==> src/sv/gae_pkg.sv <==
`default_nettype none

package gae_pkg;

  localparam int CMD_W      = 2;
  localparam int GID_W      = 32;
  localparam int SAMPLE_W   = 32;
  localparam int VALUE_W    = 64;
  localparam int MODE_W     = 2;
  localparam int LIMIT_W    = 11;
  localparam int CFG_IDX_W  = 1;
  localparam int CFG_DATA_W = 11;
  localparam int EPOCH_W    = 8;
  localparam int QUEUE_DEPTH = 2;

  localparam logic [CMD_W-1:0] CMD_START = 2'd0;
  localparam logic [CMD_W-1:0] CMD_ACC   = 2'd1;
  localparam logic [CMD_W-1:0] CMD_READ  = 2'd2;

  localparam logic [MODE_W-1:0] MODE_SUM   = 2'd0;
  localparam logic [MODE_W-1:0] MODE_COUNT = 2'd1;
  localparam logic [MODE_W-1:0] MODE_MIN   = 2'd2;
  localparam logic [MODE_W-1:0] MODE_MAX   = 2'd3;

  localparam logic [CFG_IDX_W-1:0] REG_AGG_MODE    = 1'b0;
  localparam logic [CFG_IDX_W-1:0] REG_GROUP_LIMIT = 1'b1;

  localparam logic [MODE_W-1:0]  MODE_RESET  = MODE_SUM;
  localparam logic [LIMIT_W-1:0] LIMIT_RESET = 11'd1024;

  localparam logic [EPOCH_W-1:0] EPOCH_FIRST = {{(EPOCH_W-1){1'b0}}, 1'b1};
  localparam logic [EPOCH_W-1:0] EPOCH_LAST  = {EPOCH_W{1'b1}};

  localparam logic [VALUE_W-1:0] MIN_IDENT = 64'h0000_0000_7FFF_FFFF;
  localparam logic [VALUE_W-1:0] MAX_IDENT = 64'hFFFF_FFFF_8000_0000;

  typedef enum logic [1:0] {
    OP_START = 2'd0,
    OP_ACC   = 2'd1,
    OP_READ  = 2'd2
  } gae_op_e;

  typedef struct packed {
    gae_op_e               op;
    logic                  in_range;
    logic [GID_W-1:0]      group_id;
    logic [SAMPLE_W-1:0]   sample_value;
  } gae_item_t;

  function automatic logic [VALUE_W-1:0] identity_of(input logic [MODE_W-1:0] mode);
    logic [VALUE_W-1:0] ident;
    case (mode)
      MODE_MIN: ident = MIN_IDENT;
      MODE_MAX: ident = MAX_IDENT;
      default:  ident = '0;
    endcase
    return ident;
  endfunction

endpackage

`default_nettype wire

==> src/sv/gae_if.sv <==
`default_nettype none

interface gae_in_if;
  import gae_pkg::*;

  logic                valid;
  logic                ready;
  logic [CMD_W-1:0]    cmd;
  logic [GID_W-1:0]    group_id;
  logic [SAMPLE_W-1:0] sample_value;

  modport source (output valid, output cmd, output group_id, output sample_value,
                  input ready);
  modport sink (input valid, input cmd, input group_id, input sample_value,
                output ready);
endinterface


`default_nettype wire

==> src/sv/gae_front.sv <==
`default_nettype none

module gae_front #(
  parameter int GROUP_CAPACITY = 1024
) (
  gae_in_if.sink                        req_i,
  input  logic [gae_pkg::LIMIT_W-1:0]   group_limit_i,
  input  logic                          q_full_i,
  input  logic                          clearing_i,
  output logic                          push_o,
  output gae_pkg::gae_item_t            item_o
);
  import gae_pkg::*;

  logic in_range;
  logic keep;

  assign in_range = (req_i.group_id < {{(GID_W-LIMIT_W){1'b0}}, group_limit_i}) &&
                    (req_i.group_id < GID_W'(GROUP_CAPACITY));

  always_comb begin
    item_o.op           = OP_START;
    item_o.in_range     = in_range;
    item_o.group_id     = req_i.group_id;
    item_o.sample_value = req_i.sample_value;
    keep                = 1'b0;
    case (req_i.cmd)
      CMD_START: begin
        item_o.op = OP_START;
        keep      = 1'b1;
      end
      CMD_ACC: begin
        // Accumulates outside the limit have no effect and are dropped here.
        item_o.op = OP_ACC;
        keep      = in_range;
      end
      CMD_READ: begin
        item_o.op = OP_READ;
        keep      = 1'b1;
      end
      default: begin
        keep = 1'b0;
      end
    endcase
  end

  assign req_i.ready = !q_full_i && !clearing_i;
  assign push_o      = req_i.valid && req_i.ready && keep;

endmodule

`default_nettype wire

==> src/flat_wrapper.sv <==
// flat-port wrapper written by rule: the top's interface ports become plain ports
module gae_front_flat import gae_pkg::*;
#(
  parameter int GROUP_CAPACITY = 1024
)
  (group_limit_i, q_full_i, clearing_i, push_o, item_o, req_i_valid, req_i_cmd, req_i_group_id, req_i_sample_value, req_i_ready);
  gae_in_if req_i_i ();
  input  logic [gae_pkg::LIMIT_W-1:0] group_limit_i;
  input  logic q_full_i;
  input  logic clearing_i;
  output logic push_o;
  output gae_pkg::gae_item_t item_o;
  input wire logic [$bits(req_i_i.valid)-1:0] req_i_valid;
  input wire logic [$bits(req_i_i.cmd)-1:0] req_i_cmd;
  input wire logic [$bits(req_i_i.group_id)-1:0] req_i_group_id;
  input wire logic [$bits(req_i_i.sample_value)-1:0] req_i_sample_value;
  output wire logic [$bits(req_i_i.ready)-1:0] req_i_ready;
  assign req_i_i.valid = req_i_valid;
  assign req_i_i.cmd = req_i_cmd;
  assign req_i_i.group_id = req_i_group_id;
  assign req_i_i.sample_value = req_i_sample_value;
  assign req_i_ready = req_i_i.ready;
  gae_front #(.GROUP_CAPACITY(GROUP_CAPACITY)) u_core (.req_i(req_i_i), .group_limit_i(group_limit_i), .q_full_i(q_full_i), .clearing_i(clearing_i), .push_o(push_o), .item_o(item_o));
endmodule
==> config.mk <==
export PLATFORM = sky130hd
export DESIGN_NAME = gae_front_flat
export DESIGN_NICKNAME = d
export VERILOG_FILES = /design/src/sv/gae_pkg.sv /design/src/sv/gae_if.sv /design/src/sv/gae_front.sv /design/src/flat_wrapper.sv
export SDC_FILE = /design/constraint.sdc
export NUM_CORES = 1
export LEC_CHECK = 0
export ABC_AREA = 1
export BUFFER_PORTS_ARGS = -buffer_cell sky130_fd_sc_hd__buf_4
export CORE_MARGIN = 4
export CORE_UTILIZATION = 32
export DETAILED_ROUTE_END_ITERATION = 16
export PLACE_DENSITY_LB_ADDON = 0.1
export RECOVER_POWER = 50
export SYNTH_ARGS = -nofsm -noshare
export SYNTH_HDL_FRONTEND = slang
export SYNTH_SLANG_ARGS = --single-unit
==> constraint.sdc <==
create_clock -name vclk -period 2.26
set_clock_uncertainty 0.05 [all_clocks]
set_input_delay 0 -clock vclk [all_inputs]
set_output_delay 0 -clock vclk [all_outputs]
set_load 0.05 [all_outputs]
# Word-level counts from Yosys, hierarchy flattened
# Index checks and enable logic that the tools add are counted.
[word_totals] ff_bits=0 latch_bits=0 ramBits=0 rom_bits=0 in_bits=80 output_inout_bits=69 word_cells=14 memories=0
[op_classes] n_addsub=0 mul=0 div=0 order_cmp=2 n_eq_ne=2 shift=0 mux=2 bitwise_logic=0 reduce_logical=8
[ops] cell="< comparator 32 x 11 -> 1 bit" n=1
[ops] cell="< comparator 32 x 11 -> 1 bit, second input constant" n=1
[ops] cell="logical AND 1 bit" n=4
[ops] cell="one-hot mux 2 bit (2 select lines)" n=1
[ops] cell="== test 2 x 1 -> 1 bit, second input constant" n=1
[ops] cell="== test 2 bit, second input constant" n=1
[ops] cell="logical NOT 1 bit" n=2
[ops] cell="logical NOT 2 bit" n=1
[ops] cell="one-hot mux 1 bit (2 select lines)" n=1
[ops] cell="OR reduction 2 bit" n=1

# Logic depth before layout (Yosys ltp)
[depth] depth_word=4 mapped_depth=11 mapped_depth_nobuf=11

# Least setup slack after synthesis
# Ideal clock, no wire load.
[synth_timing] path_type="input -> output" from="input clearing_i" to="output push_o" arrival_ns=1.316 slack_ns=0.894 stages=3 n_path_buf=0 path_cell_list="nor2_1 > nand2_1 > a21oi_2"
[synth_between] elab_chain_cells=4
[synth_lines] element="start, declared" line="flat_wrapper.sv:10" text="input logic clearing_i;"
[synth_lines] element="logical NOT 1 bit" line="gae_front.sv:47" text="assign req_i.ready = !q_full_i && !clearing_i;"
[synth_lines] element="logical AND 1 bit" line="gae_front.sv:47"
[synth_lines] element="logical AND 1 bit (2 in a row)" line="gae_front.sv:48" text="assign push_o = req_i.valid && req_i.ready && keep;"
[synth_lines] element="end, declared" line="flat_wrapper.sv:11" text="output logic push_o;"
# Every way passes these cells.

# Worst setup path in the final report
[layout_timing] from="input req_i_group_id[5]" to="output push_o"
[layout_between] elab_chain_cells=4 elab_cells_between_ends=5
[layout_lines] element="start, declared" line="flat_wrapper.sv:15" text="input wire logic [$bits(req_i_i.group_id)-1:0] req_i_group_id;"
[layout_lines] element="< comparator 32 x 11 -> 1 bit, on equally long branches" line="gae_front.sv:18, gae_front.sv:19"
[layout_lines] element="logical AND 1 bit (*)" line="gae_front.sv:18" text="assign in_range = (req_i.group_id < {{(GID_W-LIMIT_W){1'b0}}, group_limit_i}) &&"
[layout_lines] element="one-hot mux 1 bit (2 select lines) (*)" line="gae_front.sv:27" text="case (req_i.cmd)"
[layout_lines] element="logical AND 1 bit (*)" line="gae_front.sv:48"
# Every way passes the cells marked *; elsewhere a longest branch is shown, timed or not.

==> impl_results.md <==
- Die H: 61.2 um
- Tightest Hold Check Type: in2out
- Fmax: slightly below 0.8 GHz
- Cell count after synthesis: 140
- 1st-pass router iterations: 4
- Max Transition Viols Final: 0
- Syn. warnings: 0
- Post-synthesis mux area share: 0
- Maximum vdd ir drop: 235 uV
- Status: finished, final reports clean
- DR vias/cell: between 4 and 5
- Worst path cell trace: buf_4 -> ha_1 -> a21oi_1 -> nor2_1 -> nor3_2 -> nand2_1 -> nand2_1 -> nand3_1 -> a21oi_2 -> buf_4
- Post-DP HPWL: roughly 2000 um
- Share of cells above drive strength 1: 0.297
- Hold Violations, Final: 0
- Adder-Cell Fraction of Synth Area: 0.138
- Least-Margin Pin Slew: ~630 ps
- Min Tclk post-route: between 1000 and 1500 ps
- Boundary Pins: about 150
- Area Overhead vs Synth: 42.1%
- Total track usage: 0.112
- Vias in the first global route: between 800 and 900
- Crit-path max cell delay: 290 ps
- Synthesized net count: 230
- FFs & Latches: 0
- Critical path class: in2out
- CP max FO: 2
- Hold wc startpoint: q_full_i
- Post-Syn Area: about 910 um^2
- Ant. Diodes: 0
- FF/Latch Area: 0 um^2
- Postcts setup bufs: 0
- Post-route ant nets: 0
- Antenna violations before repair: 0
- Post-Synth XOR/XNOR Area: 0
- Total Negative Setup Slacks: 0 ps
- DR iter-0 viols: 10
- Slew margin rel.: 0.584
- Util after Layout: 0.471
- Multi-input gate area: 350 um^2
- Placed cells: 191
- GPL Wtd Cong: 0.667
- Number of gates resized after CTS: 0
- Non-Filler Instances: ~220
- Final net count: about 280
- Max Cap Viol: 0
- FP Rows: 19
- Hold slack: around 240 ps
- Chip width: between 60 and 70 um
- WP depth: 10
- Critical path's slowest cell: ha_1
- P_leak: 0.679 nW
- Avg Cell Area, Syn: 6.47 um^2
- Initial Util: 0.331
- Simple-gate share of the synthesized area: 0.217
- Routed length per placed instance: around 12 um
- Die ar.: 3750 um^2
- Largest net degree at the start of global routing: 4
- Final Routed Wirelength: 2670 um
- Clock buf count: 0
- First-pass GRT wire length: 3400 um
- Layout fillers: 308
- Synth cell types: 14
- CP Data Required Time: 2210 ps
- Fin area: ~1300 um^2
- Worst setup path startpoint: req_i_group_id[5]
- Hold path cells: 3
- Cell Pwr Density: between 300 and 400 nW/um^2
- Post-synthesis sequential area ratio: 0
- Largest family of logic cells by synthesized area: buffers and inverters
- Final Cycle Share: 0.575
- GRT overflow: 0
- Total core area: about 2700 um^2
- Critical path launch point type: primary input
- RSZ-0062 raised after global routing: false
- # port buffers: 85
- DP Area: about 1100 um^2
- Compound-Gate Fraction of Synth Area: 0.0318
- Setup violations, final: 0
- CP delay by family, top: simple AND/OR/NAND/NOR gates
- DRC: 0
- Worst setup EP type: output pin
- Hold-fix buffers, CTS: 32
- Vias: between 900 and 1000
- Arrival @ worst endpoint: approximately 1300 ps
- Number of buffers and inverters on the critical path: 2
==> synthesized netlist by cell type <==
library cell | instances | area [um^2]
buf_4 | 65 | 488
inv_1 | 18 | 67.6
nor3_1 | 1 | 5.00
a21oi_1 | 3 | 15.0
nor2_1 | 14 | 52.6
and2_1 | 1 | 6.26
nand2_1 | 19 | 71.3
a21oi_2 | 1 | 8.76
nor3b_2 | 2 | 25.0
o21ai_0 | 1 | 5.00
nor3_2 | 2 | 20.0
nor2_2 | 1 | 6.26
ha_1 | 10 | 125
nand3_1 | 2 | 10.0
==> cells by family after synthesis <==
family	count (synthesis)
AO/OA/AOI/OAI	5
adder cells (fa/ha/maj)	10
buffers and inverters	83
AND/OR/NAND/NOR	42
==> layout by cell type (no fill, tap or decap) <==
cell | Yosys | routed
a21oi_2 | 1 | 1
ha_1 | 10 | 10
nor3_1 | 1 | 1
nor3_2 | 2 | 2
o21ai_0 | 1 | 1
nor3b_2 | 2 | 2
a21oi_1 | 3 | 3
inv_1 | 18 | 18
nand2_1 | 19 | 19
dlygate4sd3_1 | 0 | 32
buf_4 | 65 | 51
clkbuf_1 | 0 | 34
nand3_1 | 2 | 2
nor2_1 | 14 | 14
nor2_2 | 1 | 1
and2_1 | 1 | 1
==> layout make-up <==
| cell class | count | share of cell area |
|---|---|---|
| tap | 31 | 0.0301 |
| multi-input combinational | 57 | 0.272 |
| inverter | 18 | 0.0525 |
| timing repair buffer | 117 | 0.645 |
==> stage by stage <==
stage          setup WS, ps  power [W]
3_3_place_gp            962   0.000293
5_1_grt                 827   0.000449
6_report                961   0.000422
3_5_place_dp            938   0.000296
2_1_floorplan           894   0.000359
4_1_cts                 942   0.000453
==> metal layers <==
layer,share of wire,vias up,wire (um),track usage
met5,0,-,0,0
met4,0,0,0,0
met3,0.15,0,402,0.0189
met2,0.52,78,1380,0.218
met1,0.33,374,892,0.134
li1,-,464,-,-
==> worst paths after layout <==
check     endpoint  slack [ps]
max         push_o         960
min    req_i_ready         240
==> where the power goes <==
| part | switching (W) | internal, W |
|---|---|---|
| Combinational | 0.000296 | 0.000126 |
| Clock | 0 | 0 |
| Sequential | 0 | 0 |
| Total | 0.000296 | 0.000126 |
Note: power is estimated with default switching activity, not from simulation.
