### src/sv/gae_pkg.sv
`default_nettype none

package gae_pkg;

  localparam int CMD_W      = 2;
  localparam int GID_W      = 32;
  localparam int SAMPLE_W   = 32;
  localparam int VALUE_W    = 64;
  localparam int MODE_W     = 2;
  localparam int LIMIT_W    = 11;
  localparam int CFG_IDX_W  = 1;
  localparam int CFG_DATA_W = 11;
  localparam int EPOCH_W    = 8;
  localparam int QUEUE_DEPTH = 2;

  localparam logic [CMD_W-1:0] CMD_START = 2'd0;
  localparam logic [CMD_W-1:0] CMD_ACC   = 2'd1;
  localparam logic [CMD_W-1:0] CMD_READ  = 2'd2;

  localparam logic [MODE_W-1:0] MODE_SUM   = 2'd0;
  localparam logic [MODE_W-1:0] MODE_COUNT = 2'd1;
  localparam logic [MODE_W-1:0] MODE_MIN   = 2'd2;
  localparam logic [MODE_W-1:0] MODE_MAX   = 2'd3;

  localparam logic [CFG_IDX_W-1:0] REG_AGG_MODE    = 1'b0;
  localparam logic [CFG_IDX_W-1:0] REG_GROUP_LIMIT = 1'b1;

  localparam logic [MODE_W-1:0]  MODE_RESET  = MODE_SUM;
  localparam logic [LIMIT_W-1:0] LIMIT_RESET = 11'd1024;

  localparam logic [EPOCH_W-1:0] EPOCH_FIRST = {{(EPOCH_W-1){1'b0}}, 1'b1};
  localparam logic [EPOCH_W-1:0] EPOCH_LAST  = {EPOCH_W{1'b1}};

  localparam logic [VALUE_W-1:0] MIN_IDENT = 64'h0000_0000_7FFF_FFFF;
  localparam logic [VALUE_W-1:0] MAX_IDENT = 64'hFFFF_FFFF_8000_0000;

  typedef enum logic [1:0] {
    OP_START = 2'd0,
    OP_ACC   = 2'd1,
    OP_READ  = 2'd2
  } gae_op_e;

  typedef struct packed {
    gae_op_e               op;
    logic                  in_range;
    logic [GID_W-1:0]      group_id;
    logic [SAMPLE_W-1:0]   sample_value;
  } gae_item_t;

  function automatic logic [VALUE_W-1:0] identity_of(input logic [MODE_W-1:0] mode);
    logic [VALUE_W-1:0] ident;
    case (mode)
      MODE_MIN: ident = MIN_IDENT;
      MODE_MAX: ident = MAX_IDENT;
      default:  ident = '0;
    endcase
    return ident;
  endfunction

endpackage

`default_nettype wire

### src/sv/gae_queue.sv
`default_nettype none

module gae_queue (
  input  logic               clk_i,
  input  logic               rst_ni,
  input  logic               push_i,
  input  gae_pkg::gae_item_t push_item_i,
  output logic               full_o,
  input  logic               pop_i,
  output logic               valid_o,
  output gae_pkg::gae_item_t head_o
);
  import gae_pkg::*;

  localparam int PTR_W = (QUEUE_DEPTH > 1) ? $clog2(QUEUE_DEPTH) : 1;
  localparam int CNT_W = $clog2(QUEUE_DEPTH + 1);

  gae_item_t            slot_q [QUEUE_DEPTH];
  logic [PTR_W-1:0]     wr_ptr_q, wr_ptr_d;
  logic [PTR_W-1:0]     rd_ptr_q, rd_ptr_d;
  logic [CNT_W-1:0]     count_q, count_d;
  logic                 do_push;
  logic                 do_pop;

  assign full_o  = (count_q == CNT_W'(QUEUE_DEPTH));
  assign valid_o = (count_q != '0);
  assign head_o  = slot_q[rd_ptr_q];
  assign do_push = push_i && !full_o;
  assign do_pop  = pop_i && valid_o;

  always_comb begin
    wr_ptr_d = wr_ptr_q;
    rd_ptr_d = rd_ptr_q;
    count_d  = count_q;
    if (do_push) begin
      wr_ptr_d = (wr_ptr_q == PTR_W'(QUEUE_DEPTH - 1)) ? '0 : wr_ptr_q + 1'b1;
    end
    if (do_pop) begin
      rd_ptr_d = (rd_ptr_q == PTR_W'(QUEUE_DEPTH - 1)) ? '0 : rd_ptr_q + 1'b1;
    end
    if (do_push && !do_pop) begin
      count_d = count_q + 1'b1;
    end else if (do_pop && !do_push) begin
      count_d = count_q - 1'b1;
    end
  end

  always_ff @(posedge clk_i or negedge rst_ni) begin
    if (!rst_ni) begin
      wr_ptr_q <= '0;
      rd_ptr_q <= '0;
      count_q  <= '0;
    end else begin
      wr_ptr_q <= wr_ptr_d;
      rd_ptr_q <= rd_ptr_d;
      count_q  <= count_d;
    end
  end

  always_ff @(posedge clk_i) begin
    if (do_push) begin
      slot_q[wr_ptr_q] <= push_item_i;
    end
  end

endmodule

`default_nettype wire

### config.mk
export PLATFORM = sky130hd
export DESIGN_NAME = gae_queue
export DESIGN_NICKNAME = d
export VERILOG_FILES = /design/src/sv/gae_pkg.sv /design/src/sv/gae_queue.sv
export SDC_FILE = /design/constraint.sdc
export NUM_CORES = 1
export LEC_CHECK = 0
export BUFFER_PORTS_ARGS = -buffer_cell sky130_fd_sc_hd__buf_2
export CAP_MARGIN = 20
export CORE_ASPECT_RATIO = 0.7
export CORE_MARGIN = 3
export CORE_UTILIZATION = 30
export CTS_BUF_LIST = sky130_fd_sc_hd__clkbuf_8
export DETAILED_ROUTE_END_ITERATION = 7
export PLACE_DENSITY = 0.49
export SETUP_SLACK_MARGIN = 0.3
export SYNTH_ARGS = -nofsm -noshare
export SYNTH_HDL_FRONTEND = slang
export SYNTH_SLANG_ARGS = --single-unit
### constraint.sdc
create_clock -name clk_i -period 5.2 [get_ports clk_i]
set_clock_uncertainty 0.05 [all_clocks]
set_input_delay 1.04 -clock clk_i [delete_from_list [all_inputs] [get_ports clk_i]]
set_output_delay 1.04 -clock clk_i [all_outputs]
set_load 0.01 [all_outputs]
[Word-level counts from Yosys, hierarchy flattened]
Memories as Yosys holds them, arrays and structs flattened.
Index checks and enable logic that the tools add are counted.
Storage, ports and cells
  bits of input ports: 71
  bits in registers: 4
  memories: 1
  bits in latches: 0
  bits in read-only memories: 0
  output and inout bits: 69
  word-level logic and storage cells: 24
  RAM bits: 134
Cells by class
  divide/modulo/power cells: 0
  shift-type cells: 0
  bitwise gates (word level): 0
  multipliers: 0
  $add $sub $neg: 4
  equal/unequal tests: 1
  multiplexer cells: 6
  magnitude comparators: 0
  reductions and logical operators: 9
Memories
  slot_q: words 2, width 67, rd ports 1, clocked after Yosys merged registers in 0, wr ports 1, RTL line gae_queue.sv:18  | gae_item_t slot_q [QUEUE_DEPTH];
Operators by type and width (count)
  logical AND 1 bit: 4
  2-to-1 mux 1 bit: 4
  2-to-1 mux 2 bit: 2
  nonzero test 2 bit: 2
  logical NOT 1 bit: 3
  adder 1 bit (second input constant): 2
  adder 2 x 1 -> 2 bit (second input constant): 1
  == test 2 bit (second input constant): 1
  subtractor 2 x 1 -> 2 bit (second input constant): 1

[Longest topological paths before layout]
Gate-level depths: netlist of run 1.
  depth in word-level cells: 7
  mapped depth: 7
  mapped depth without buffers: 7

[Worst setup path before layout of run 1]
Ideal clock, no wire load.
  path type: in2reg
  start point: input port push_i
  end point: memory slot_q[0][0] (netlist bit), enable pin
  cell stages on the path: 2
  slack: 729 ps
  data arrival time: 3929 ps
  setup time: 492 ps
  path through: nand2_1 > nor2_1
On the way
  cells in the longest elaborated chain, start to end: 3
RTL lines
  start, declared: RTL line gae_queue.sv:6  | input logic push_i,
  logical AND 1 bit: RTL line gae_queue.sv:28  | assign do_push = push_i && !full_o;
  2-to-1 mux 1 bit: RTL line gae_queue.sv:61  | if (do_push) begin
  2-to-1 mux 1 bit (not written as such): RTL line gae_queue.sv:62  | slot_q[wr_ptr_q] <= push_item_i;
  end, declared: RTL line gae_queue.sv:18
No other way between the ends.

==> report_table.html, run 1 <==
<table>
<tr><th>Metric</th><th>Value</th></tr>
<tr><th colspan="2">Job</th></tr>
<tr><td>Count of max-cap constraint violations</td><td>0</td></tr>
<tr><th colspan="2">Clocking</th></tr>
<tr><td>Buffer cell driving the clock tree root</td><td>sky130_fd_sc_hd__clkbuf_8</td></tr>
<tr><td>Reg clk slew, reported paths</td><td>70 ps</td></tr>
<tr><td>Max clock buf depth</td><td>2</td></tr>
<tr><td>Count of H-tree levels built during CTS</td><td>4</td></tr>
<tr><td>TritonCTS sink count</td><td>138</td></tr>
<tr><td>Setup fix buffers added after clock tree synthesis</td><td>0</td></tr>
<tr><td>Count of cells resized by post-cts repair</td><td>0</td></tr>
<tr><td>CTS Hold Bufs</td><td>0</td></tr>
<tr><td>Worst-Skew Late Latency</td><td>420 ps</td></tr>
<tr><td>CTS tree</td><td>yes</td></tr>
<tr><td>Number of buffers added by the clock tree synthesis step</td><td>17</td></tr>
<tr><th colspan="2">Timing</th></tr>
<tr><td>Max-slew violation total from the final report</td><td>0</td></tr>
<tr><td>Least-Margin Pin Slew</td><td>1050 ps</td></tr>
<tr><td>Final worst-path cycle share</td><td>62.8%</td></tr>
<tr><td>RSZ-0062 raised after global routing</td><td>false</td></tr>
<tr><td>Crit path time final</td><td>3270 ps</td></tr>
<tr><td>Worst relative slew slack</td><td>29.7%</td></tr>
<tr><td>Final setup vio count</td><td>0</td></tr>
<tr><td>Total negative setup slack</td><td>0 ps</td></tr>
<tr><td>Maximum clock rate</td><td>306 MHz</td></tr>
<tr><td>Hold violation total from the final report</td><td>0</td></tr>
<tr><th colspan="2">Worst setup path</th></tr>
<tr><td>Logic depth of the worst register-to-register path</td><td>4</td></tr>
<tr><td>Slowest cell on crit path</td><td>sky130_fd_sc_hd__dfrtp_4</td></tr>
<tr><td>Critical register-to-register path endpoint</td><td>slot_q[0][6]$_DFFE_PP_</td></tr>
<tr><td>Critical path start-end classification</td><td>reg2out</td></tr>
<tr><td>Endpoint arrival time on the critical path</td><td>2180 ps</td></tr>
<tr><td>CP startpoint</td><td>rd_ptr_q$_DFFE_PN0P_</td></tr>
<tr><td>FF-to-FF setup slack</td><td>3040 ps</td></tr>
<tr><td>Type of origin of the critical path</td><td>flip-flop</td></tr>
<tr><td>Worst Path Required</td><td>4110 ps</td></tr>
<tr><td>Crit end category</td><td>output port</td></tr>
<tr><td>Worst-path cell chain</td><td>mux2_2 &gt; buf_2</td></tr>
<tr><td>Worst flop-to-flop path startpoint</td><td>count_q[0]$_DFFE_PN0P_</td></tr>
<tr><td>Maximum net fanout on the critical path</td><td>68</td></tr>
<tr><td>CP max stage delay</td><td>1140 ps</td></tr>
<tr><th colspan="2">Yosys</th></tr>
<tr><td>Gate count after technology mapping</td><td>228</td></tr>
<tr><td>FF+latch count, synth</td><td>138</td></tr>
<tr><td>Cell area after synthesis</td><td>5120 um2</td></tr>
<tr><td>Number of warnings issued by yosys</td><td>0</td></tr>
<tr><td>Mean area per synthesized cell</td><td>22.5 um2</td></tr>
<tr><td>Synth Net Count</td><td>300</td></tr>
<tr><td>Yosys cell types</td><td>16</td></tr>
<tr><td>Register area share after synthesis</td><td>80.5%</td></tr>
<tr><th colspan="2">Routing</th></tr>
<tr><td>Via density per instance</td><td>4.19</td></tr>
<tr><td>Number of iterations in the first detailed-routing pass</td><td>4</td></tr>
<tr><td>Detailed-route wire length</td><td>9990 um</td></tr>
<tr><td>Post-DRT Antenna Nets</td><td>0</td></tr>
<tr><td>Detail-routed net length per standard cell</td><td>16.2 um</td></tr>
<tr><td>1st-iter DRT viols</td><td>106</td></tr>
<tr><td>Number of design rule violations left after detail routing</td><td>0</td></tr>
<tr><td>Number of vias after detailed routing</td><td>2587</td></tr>
<tr><th colspan="2">Power</th></tr>
<tr><td>Sequential group share of total power</td><td>48.3%</td></tr>
<tr><td>Clk pwr share</td><td>23.9%</td></tr>
<tr><td>Share of total power in combinational logic</td><td>27.8%</td></tr>
<tr><td>NetSw</td><td>1070 uW</td></tr>
<tr><td>VDD IR-drop max</td><td>0.251 mV</td></tr>
<tr><td>Pwr Total</td><td>3530 uW</td></tr>
<tr><td>Static Leak</td><td>0.00245 uW</td></tr>
<tr><td>Total internal power</td><td>2460 uW</td></tr>
<tr><td>Sw Ratio</td><td>30.3%</td></tr>
<tr><td>PD cells</td><td>547 nW/um2</td></tr>
<tr><th colspan="2">Floorplanning</th></tr>
<tr><td>Rows</td><td>39</td></tr>
<tr><td>Core Footprint</td><td>16500 um2</td></tr>
<tr><td>Number of top-level pins</td><td>140</td></tr>
<tr><td>Initial Util</td><td>31.0%</td></tr>
<tr><td>Horiz. Die Dim</td><td>162 um</td></tr>
<tr><td>Total die area</td><td>18700 um2</td></tr>
<tr><td>Die outline height</td><td>115 um</td></tr>
<tr><th colspan="2">Cells and area</th></tr>
<tr><td>Leading cell type in the layout, fill and taps excluded</td><td>sky130_fd_sc_hd__buf_2</td></tr>
<tr><td>Count of non-filler cells in the finished layout</td><td>618</td></tr>
<tr><td>Commonest cells after routing, fill and taps aside</td><td>sky130_fd_sc_hd__buf_2 (139), sky130_fd_sc_hd__edfxtp_1 (134), sky130_fd_sc_hd__mux2_2 (47), sky130_fd_sc_hd__mux2_4 (20), sky130_fd_sc_hd__clkbuf_8 (17)</td></tr>
<tr><td>Fin nets</td><td>452</td></tr>
<tr><td>Fin area</td><td>6440 um2</td></tr>
<tr><td>Util after Layout</td><td>39.0%</td></tr>
<tr><td>Synthesis-to-finish area growth</td><td>25.8%</td></tr>
<tr><td>Share of final-layout standard cells stronger than drive strength 1</td><td>62.0%</td></tr>
<tr><th colspan="2">Place</th></tr>
<tr><td>DP Wirelength</td><td>6360 um</td></tr>
<tr><td>Quantity of I/O buffers inserted on ports</td><td>139</td></tr>
<tr><td>Placer Congestion</td><td>0.705</td></tr>
<tr><td>Placed cell area</td><td>6060 um2</td></tr>
<tr><td>Cells after DPL</td><td>586</td></tr>
<tr><th colspan="2">GRT</th></tr>
<tr><td>Initial antenna violation count</td><td>3</td></tr>
<tr><td>Vias in the first global route</td><td>2704</td></tr>
<tr><td>All-layer global routing usage</td><td>10.9%</td></tr>
<tr><td>First-pass GRT wire length</td><td>14900 um</td></tr>
<tr><td>Largest net degree at the start of global routing</td><td>69</td></tr>
<tr><td>Overflow after GRT</td><td>0</td></tr>
<tr><th colspan="2">Outcome</th></tr>
<tr><td>Run status</td><td>complete, no violations</td></tr>
<tr><th colspan="2">Hold path</th></tr>
<tr><td>Path type of the worst min-delay path</td><td>in2async</td></tr>
</table>
metal layers:
layer  track usage, %  wire, um
met1             13.6      4520
met2             15.9      4220
met3             6.12      1060
met4             4.43       143
met5                0        34
sequential cells by signal (all words and copies together) (netlist names):
register	flops
rd_ptr_q	1
wr_ptr_q	1
slot_q	134
count_q	2
how the worst max path moves through the flow:
| stage | endpoint | slack [ps] | cells past startpoint |
|---|---|---|---|
| floorplan | slot_q[0][0]$_DFFE_PP_ | 730 | 2 |
| global placement | head_o[3] | 2320 | 2 |
| detailed placement | head_o[3] | 2320 | 2 |
| CTS | head_o[3] | 1820 | 2 |
| global route | head_o[3] | 1780 | 2 |
| finish | head_o[3] | 1930 | 2 |
logic make-up after synthesis:
| family | Yosys count | share of synthesized area [%] |
|---|---|---|
| DFF | 138 | 80.5 |
| buffers and inverters | 10 | 1.56 |
| muxes | 67 | 16.2 |
| adders and majority gates | 1 | 0.244 |
| xor gates and xnor gates | 5 | 0.855 |
| and+or+nand+nor | 7 | 0.660 |
final cells by class:
cell class                 instances  area (um2)
antenna                            1        2.50
clock buffer                      17         234
clock inverter                    14         148
fill                            1535       10100
inverter                           2        7.51
multi-input combinational         80         932
sequential                       138        4130
tap                              225         282
timing repair buffer             141         711
power groups by stage:
stage	Clock, uW	Combinational, uW	Sequential, uW
4_1_cts	880	1010	1710
6_report	842	982	1700
5_1_grt	932	1070	1740
3_5_place_dp	0	1010	1740
2_1_floorplan	0	758	1610
3_3_place_gp	0	1010	1730
per-stage QoR:
| step | setup WS [ps] | hold slack, ps |
|---|---|---|
| after floorplan | 729 | 406 |
| after global placement | 2320 | 421 |
| after detailed placement | 2320 | 430 |
| after CTS | 1820 | 312 |
| after global routing | 1780 | 325 |
| final | 1930 | 357 |
critical path, delay by kind of cell (launching register included):
family | cells | cell delay, ps
mux | 1 | 460
flops | 1 | 1140
buf+inv | 1 | 150
synthesized netlist by cell type:
cell type,instances,area (um2)
sky130_fd_sc_hd__and3_1,1,6.26
sky130_fd_sc_hd__edfxtp_1,134,4020
sky130_fd_sc_hd__mux2_4,20,300
sky130_fd_sc_hd__inv_1,2,7.51
sky130_fd_sc_hd__buf_8,2,30.0
sky130_fd_sc_hd__or2_2,1,6.26
sky130_fd_sc_hd__xor2_1,2,17.5
sky130_fd_sc_hd__buf_2,4,20.0
sky130_fd_sc_hd__mux2_2,47,529
sky130_fd_sc_hd__nand2b_1,1,6.26
sky130_fd_sc_hd__ha_1,1,12.5
sky130_fd_sc_hd__buf_6,2,22.5
sky130_fd_sc_hd__xnor2_1,3,26.3
sky130_fd_sc_hd__dfrtp_1,4,100
sky130_fd_sc_hd__nand2_1,2,7.51
sky130_fd_sc_hd__nor2_1,2,7.51
Note: power is estimated with default switching activity, not from simulation.
==> run 2, diff against run 1 <==
--- a/config.mk
+++ b/config.mk
@@ -5,6 +5,7 @@
 export SDC_FILE = /design/constraint.sdc
 export NUM_CORES = 1
 export LEC_CHECK = 0
+export ABC_AREA = 1
 export BUFFER_PORTS_ARGS = -buffer_cell sky130_fd_sc_hd__buf_2
 export CAP_MARGIN = 20
 export CORE_ASPECT_RATIO = 0.7
==> constraint.sdc (replaced) <==
create_clock -name clk_i -period 3.01 [get_ports clk_i]
set_clock_uncertainty 0.05 [all_clocks]
set_input_delay 0.602 -clock clk_i [delete_from_list [all_inputs] [get_ports clk_i]]
set_output_delay 0.602 -clock clk_i [all_outputs]
set_load 0.01 [all_outputs]
==> run 2 against run 1 <==
Compared with the run above: power increased by 71%; critical path depth increased by 3; die area decreased by 0.28%; area after synthesis decreased by 0.29%; count of clock-buffer cells in the layout unchanged; largest cell class unchanged.
==> report_table.html, run 2 <==
<table>
<tr><th>Metric</th><th>Value</th></tr>
<tr><th colspan="2">Outcome</th></tr>
<tr><td>Run status</td><td>complete, no violations</td></tr>
<tr><th colspan="2">Floorplanning</th></tr>
<tr><td>Total die area</td><td>18700 um2 (-0.28%)</td></tr>
<tr><td>Horiz. Die Dim</td><td>162 um (-0.14%)</td></tr>
<tr><td>Initial Util</td><td>31.0% (about the same)</td></tr>
<tr><td>Core Footprint</td><td>16500 um2 (-0.30%)</td></tr>
<tr><td>Rows</td><td>39 (unchanged)</td></tr>
<tr><td>Die outline height</td><td>115 um (-0.14%)</td></tr>
<tr><td>Number of top-level pins</td><td>140 (unchanged)</td></tr>
<tr><th colspan="2">Yosys</th></tr>
<tr><td>Register area share after synthesis</td><td>80.7% (+0.24 points)</td></tr>
<tr><td>Commonest register cell after synthesis</td><td>sky130_fd_sc_hd__edfxtp_1</td></tr>
<tr><td>Top-area cell type share of the netlist area</td><td>78.8% (+0.23 points)</td></tr>
<tr><td>Most numerous cell in the Yosys netlist</td><td>sky130_fd_sc_hd__nand2_1</td></tr>
<tr><td>Simple-gate share of the synthesized area</td><td>16.1% (+15 points)</td></tr>
<tr><td>Synth Net Count</td><td>454 (+51%)</td></tr>
<tr><td>Portion of netlist area occupied by mux cells</td><td>0% (-16 points)</td></tr>
<tr><td>Dominant cell type by area after synthesis</td><td>sky130_fd_sc_hd__edfxtp_1</td></tr>
<tr><td>Synth async-reset ratio</td><td>2.90% (unchanged)</td></tr>
<tr><td>Yosys cell types</td><td>14 (-2)</td></tr>
<tr><td>Number of enable flip-flop cells after synthesis</td><td>134 (unchanged)</td></tr>
<tr><td>FF+latch count, synth</td><td>138 (unchanged)</td></tr>
<tr><td>Mean area per synthesized cell</td><td>13.4 um2 (-40%)</td></tr>
<tr><td>Share of the synthesized area in compound gates (AO/OA/AOI/OAI)</td><td>0.0980% (+0.098 points)</td></tr>
<tr><td>Combinational family with the most area after synthesis</td><td>simple AND/OR/NAND/NOR gates</td></tr>
<tr><td>Gate count after technology mapping</td><td>382 (+68%)</td></tr>
<tr><td>Leading cell types by total area after synthesis</td><td>sky130_fd_sc_hd__edfxtp_1 (79%), sky130_fd_sc_hd__nand2_1 (16%), sky130_fd_sc_hd__dfrtp_1 (2.0%), sky130_fd_sc_hd__buf_2 (0.88%), sky130_fd_sc_hd__buf_6 (0.88%)</td></tr>
<tr><td>Post-synth top cells</td><td>sky130_fd_sc_hd__nand2_1 (212), sky130_fd_sc_hd__edfxtp_1 (134), sky130_fd_sc_hd__buf_2 (9)</td></tr>
<tr><td>Adder and majority cell fraction of the synthesized area</td><td>0.245% (+0.00072 points)</td></tr>
<tr><td>Number of warnings issued by yosys</td><td>0 (unchanged)</td></tr>
<tr><td>Cell area after synthesis</td><td>5110 um2 (-0.29%)</td></tr>
<tr><td>XOR/XNOR Fraction of Synth Area</td><td>0.171% (-0.68 points)</td></tr>
<tr><th colspan="2">Cells and area</th></tr>
<tr><td>Fin nets</td><td>606 (+34%)</td></tr>
<tr><td>Flip-flop count of the largest register after layout</td><td>134 (unchanged)</td></tr>
<tr><td>Commonest cells after routing, fill and taps aside</td><td>sky130_fd_sc_hd__nand2_1 (212), sky130_fd_sc_hd__buf_2 (139), sky130_fd_sc_hd__edfxtp_1 (134), sky130_fd_sc_hd__clkbuf_8 (17), sky130_fd_sc_hd__inv_1 (9)</td></tr>
<tr><td>Leading cell type in the layout, fill and taps excluded</td><td>sky130_fd_sc_hd__nand2_1</td></tr>
<tr><td>Register area</td><td>4130 um2 (about the same)</td></tr>
<tr><td>Area used by multi-input combinational logic</td><td>857 um2 (-8.1%)</td></tr>
<tr><td>Synthesis-to-finish area growth</td><td>25.5%</td></tr>
<tr><td>Top flop regs</td><td>slot_q (134), count_q (2)</td></tr>
<tr><td>Share of final-layout standard cells stronger than drive strength 1</td><td>31.7% (-30 points)</td></tr>
<tr><td>Number of diodes added for antenna fixing</td><td>0 (-1)</td></tr>
<tr><td>Layout fillers</td><td>1643 (+7.0%)</td></tr>
<tr><td>Register name with the most flops</td><td>slot_q</td></tr>
<tr><th colspan="2">GRT</th></tr>
<tr><td>Initial antenna violation count</td><td>1 (-2)</td></tr>
<tr><td>All-layer global routing usage</td><td>12.5% (+1.6 points)</td></tr>
<tr><td>First-pass GRT wire length</td><td>17400 um (+17%)</td></tr>
<tr><td>Overflow after GRT</td><td>0 (unchanged)</td></tr>
<tr><td>Vias in the first global route</td><td>3255 (+20%)</td></tr>
<tr><td>Largest net degree at the start of global routing</td><td>40 (-42%)</td></tr>
<tr><th colspan="2">Timing</th></tr>
<tr><td>Hold violation total from the final report</td><td>0 (unchanged)</td></tr>
<tr><td>Least-Margin Pin Slew</td><td>572 ps (-482 ps)</td></tr>
<tr><td>Total negative setup slack</td><td>0 ps (unchanged)</td></tr>
<tr><td>Final setup vio count</td><td>0 (unchanged)</td></tr>
<tr><td>Maximum clock rate</td><td>418 MHz</td></tr>
<tr><td>Worst relative slew slack</td><td>61.9% (+32 points)</td></tr>
<tr><td>Max-slew violation total from the final report</td><td>0 (unchanged)</td></tr>
<tr><td>RSZ-0062 raised after global routing</td><td>false</td></tr>
<tr><td>Crit path time final</td><td>2390 ps</td></tr>
<tr><td>Final worst-path cycle share</td><td>79.5%</td></tr>
<tr><th colspan="2">Worst setup path</th></tr>
<tr><td>Crit end category</td><td>output port</td></tr>
<tr><td>Maximum net fanout on the critical path</td><td>34 (-50%)</td></tr>
<tr><td>Logic depth of the worst register-to-register path</td><td>6 (+2)</td></tr>
<tr><td>Worst flop-to-flop path startpoint</td><td>count_q[1]$_DFFE_PN0P_</td></tr>
<tr><td>Endpoint arrival time on the critical path</td><td>1740 ps (-440 ps)</td></tr>
<tr><td>Type of origin of the critical path</td><td>flip-flop</td></tr>
<tr><td>FF-to-FF setup slack</td><td>1230 ps (-1810 ps)</td></tr>
<tr><td>Critical path start-end classification</td><td>reg2out</td></tr>
<tr><td>Critical register-to-register path endpoint</td><td>slot_q[0][36]$_DFFE_PP_</td></tr>
<tr><td>Worst Path Required</td><td>2360 ps (-1750 ps)</td></tr>
<tr><th colspan="2">Hold path</th></tr>
<tr><td>Number of stages on the worst hold path</td><td>1</td></tr>
<tr><td>Path type of the worst min-delay path</td><td>in2reg</td></tr>
<tr><td>Hold-critical path endpoint</td><td>slot_q[1][37]$_DFFE_PP_</td></tr>
<tr><td>Hold path startpoint</td><td>push_item_i[37]</td></tr>
<tr><th colspan="2">Clocking</th></tr>
<tr><td>Number of buffers added by the clock tree synthesis step</td><td>17 (unchanged)</td></tr>
<tr><td>Buffer cell driving the clock tree root</td><td>sky130_fd_sc_hd__clkbuf_8</td></tr>
<tr><td>Setup fix buffers added after clock tree synthesis</td><td>0 (unchanged)</td></tr>
<tr><td>Reg clk slew, reported paths</td><td>70 ps (about the same)</td></tr>
<tr><td>Count of H-tree levels built during CTS</td><td>4 (unchanged)</td></tr>
<tr><td>Worst-Skew Late Latency</td><td>420 ps (about the same)</td></tr>
<tr><td>CTS tree</td><td>yes</td></tr>
<tr><td>Max clock buf depth</td><td>2 (unchanged)</td></tr>
<tr><td>TritonCTS sink count</td><td>138 (unchanged)</td></tr>
<tr><td>Count of cells resized by post-cts repair</td><td>0 (unchanged)</td></tr>
<tr><th colspan="2">Routing</th></tr>
<tr><td>Number of iterations in the first detailed-routing pass</td><td>4 (unchanged)</td></tr>
<tr><td>Detailed-route wire length</td><td>11300 um (+13%)</td></tr>
<tr><td>Post-DRT Antenna Nets</td><td>0 (unchanged)</td></tr>
<tr><td>Via density per instance</td><td>4.17 (-0.48%)</td></tr>
<tr><td>Detail-routed net length per standard cell</td><td>14.7 um (-9.2%)</td></tr>
<tr><td>1st-iter DRT viols</td><td>202 (+91%)</td></tr>
<tr><td>Number of vias after detailed routing</td><td>3212 (+24%)</td></tr>
<tr><td>Number of design rule violations left after detail routing</td><td>0 (unchanged)</td></tr>
<tr><th colspan="2">Place</th></tr>
<tr><td>DP Wirelength</td><td>7290 um (+15%)</td></tr>
<tr><td>Placer Congestion</td><td>0.694 (-1.5%)</td></tr>
<tr><td>Quantity of I/O buffers inserted on ports</td><td>139 (unchanged)</td></tr>
<tr><th colspan="2">Power</th></tr>
<tr><td>PD cells</td><td>942 nW/um2 (+72%)</td></tr>
<tr><td>Pwr Total</td><td>6040 uW (+71%)</td></tr>
<tr><td>Static Leak</td><td>0.00276 uW (+13%)</td></tr>
<tr><td>VDD IR-drop max</td><td>0.356 mV (+41%)</td></tr>
<tr><th colspan="2">Job</th></tr>
<tr><td>Count of max-cap constraint violations</td><td>0 (unchanged)</td></tr>
</table>
==> run 2: worst max-delay path, cell delays in order (launching register included) <==
cell and delay, ps:
sky130_fd_sc_hd__dfrtp_2 520, sky130_fd_sc_hd__inv_2 90, sky130_fd_sc_hd__buf_4 340, sky130_fd_sc_hd__nand2_1 90
sky130_fd_sc_hd__nand2_1 110, sky130_fd_sc_hd__buf_2 140
==> run 2: how the worst max path moves through the flow <==
| stage | slack, ps | depth (start not counted) | end | startpoint |
|---|---|---|---|---|
| finish | 620 | 5 | head_o[25] | rd_ptr_q$_DFFE_PN0P_ |
| global route | 410 | 5 | head_o[1] | rd_ptr_q$_DFFE_PN0P_ |
| CTS | 550 | 5 | head_o[49] | rd_ptr_q$_DFFE_PN0P_ |
| detailed placement | 1040 | 5 | head_o[49] | rd_ptr_q$_DFFE_PN0P_ |
| global placement | 1060 | 5 | head_o[14] | rd_ptr_q$_DFFE_PN0P_ |
| floorplan | 400 | 4 | slot_q[0][0]$_DFFE_PP_ | push_i |
==> run 2: cell type report <==
cell class                      instances  area share, %
Clock buffer                           17           3.65
Clock inverter                         14           1.44
Inverter                                8          0.468
Multi-Input combinational cell        221           13.4
Sequential cell                       138           64.3
Tap cell                              225           4.39
Timing Repair Buffer                  148           12.3
==> run 2: cells by family after synthesis <==
group	after synthesis
adders and majority gates	1
buffers and inverters	23
and+or+nand+nor	218
DFF	138
xor gates and xnor gates	1
AOI/OAI and AO/OA	1
==> run 2: power by group <==
part	leakage (uW)	switching (uW)	internal, uW
logic	0.00129	1350	668
registers	0.00129	130	2620
clock network	0.000170	659	619
total	0.00276	2140	3900
==> run 2: stage by stage <==
stage	std cells	setup slack [ps]	util (%)	area, um2	hold WS [ps]
5_1_grt	771	413	38.9	6410	269
4_1_cts	771	550	38.9	6410	265
3_5_place_dp	739	1040	36.8	6070	384
3_3_place_gp	739	1060	36.8	6070	378
2_1_floorplan	382	401	-	5120	256
6_report	771	617	38.9	6410	305
==> run 2: routing by layer <==
metal  global-route usage, %  vias up  part of all wire, %
li1                        -     1581                    -
met4                    4.43        2                  1.2
met1                    16.1     1506                   46
met5                       0        -                 0.11
met2                    18.6      109                   43
met3                    5.87       14                   10
==> run 2: what timing repair did <==
action / CTS / global route
hold buffers: 1 / 0
endpoints found under the setup margin: 0 / 0
endpoints found under the hold margin: 4 / 0
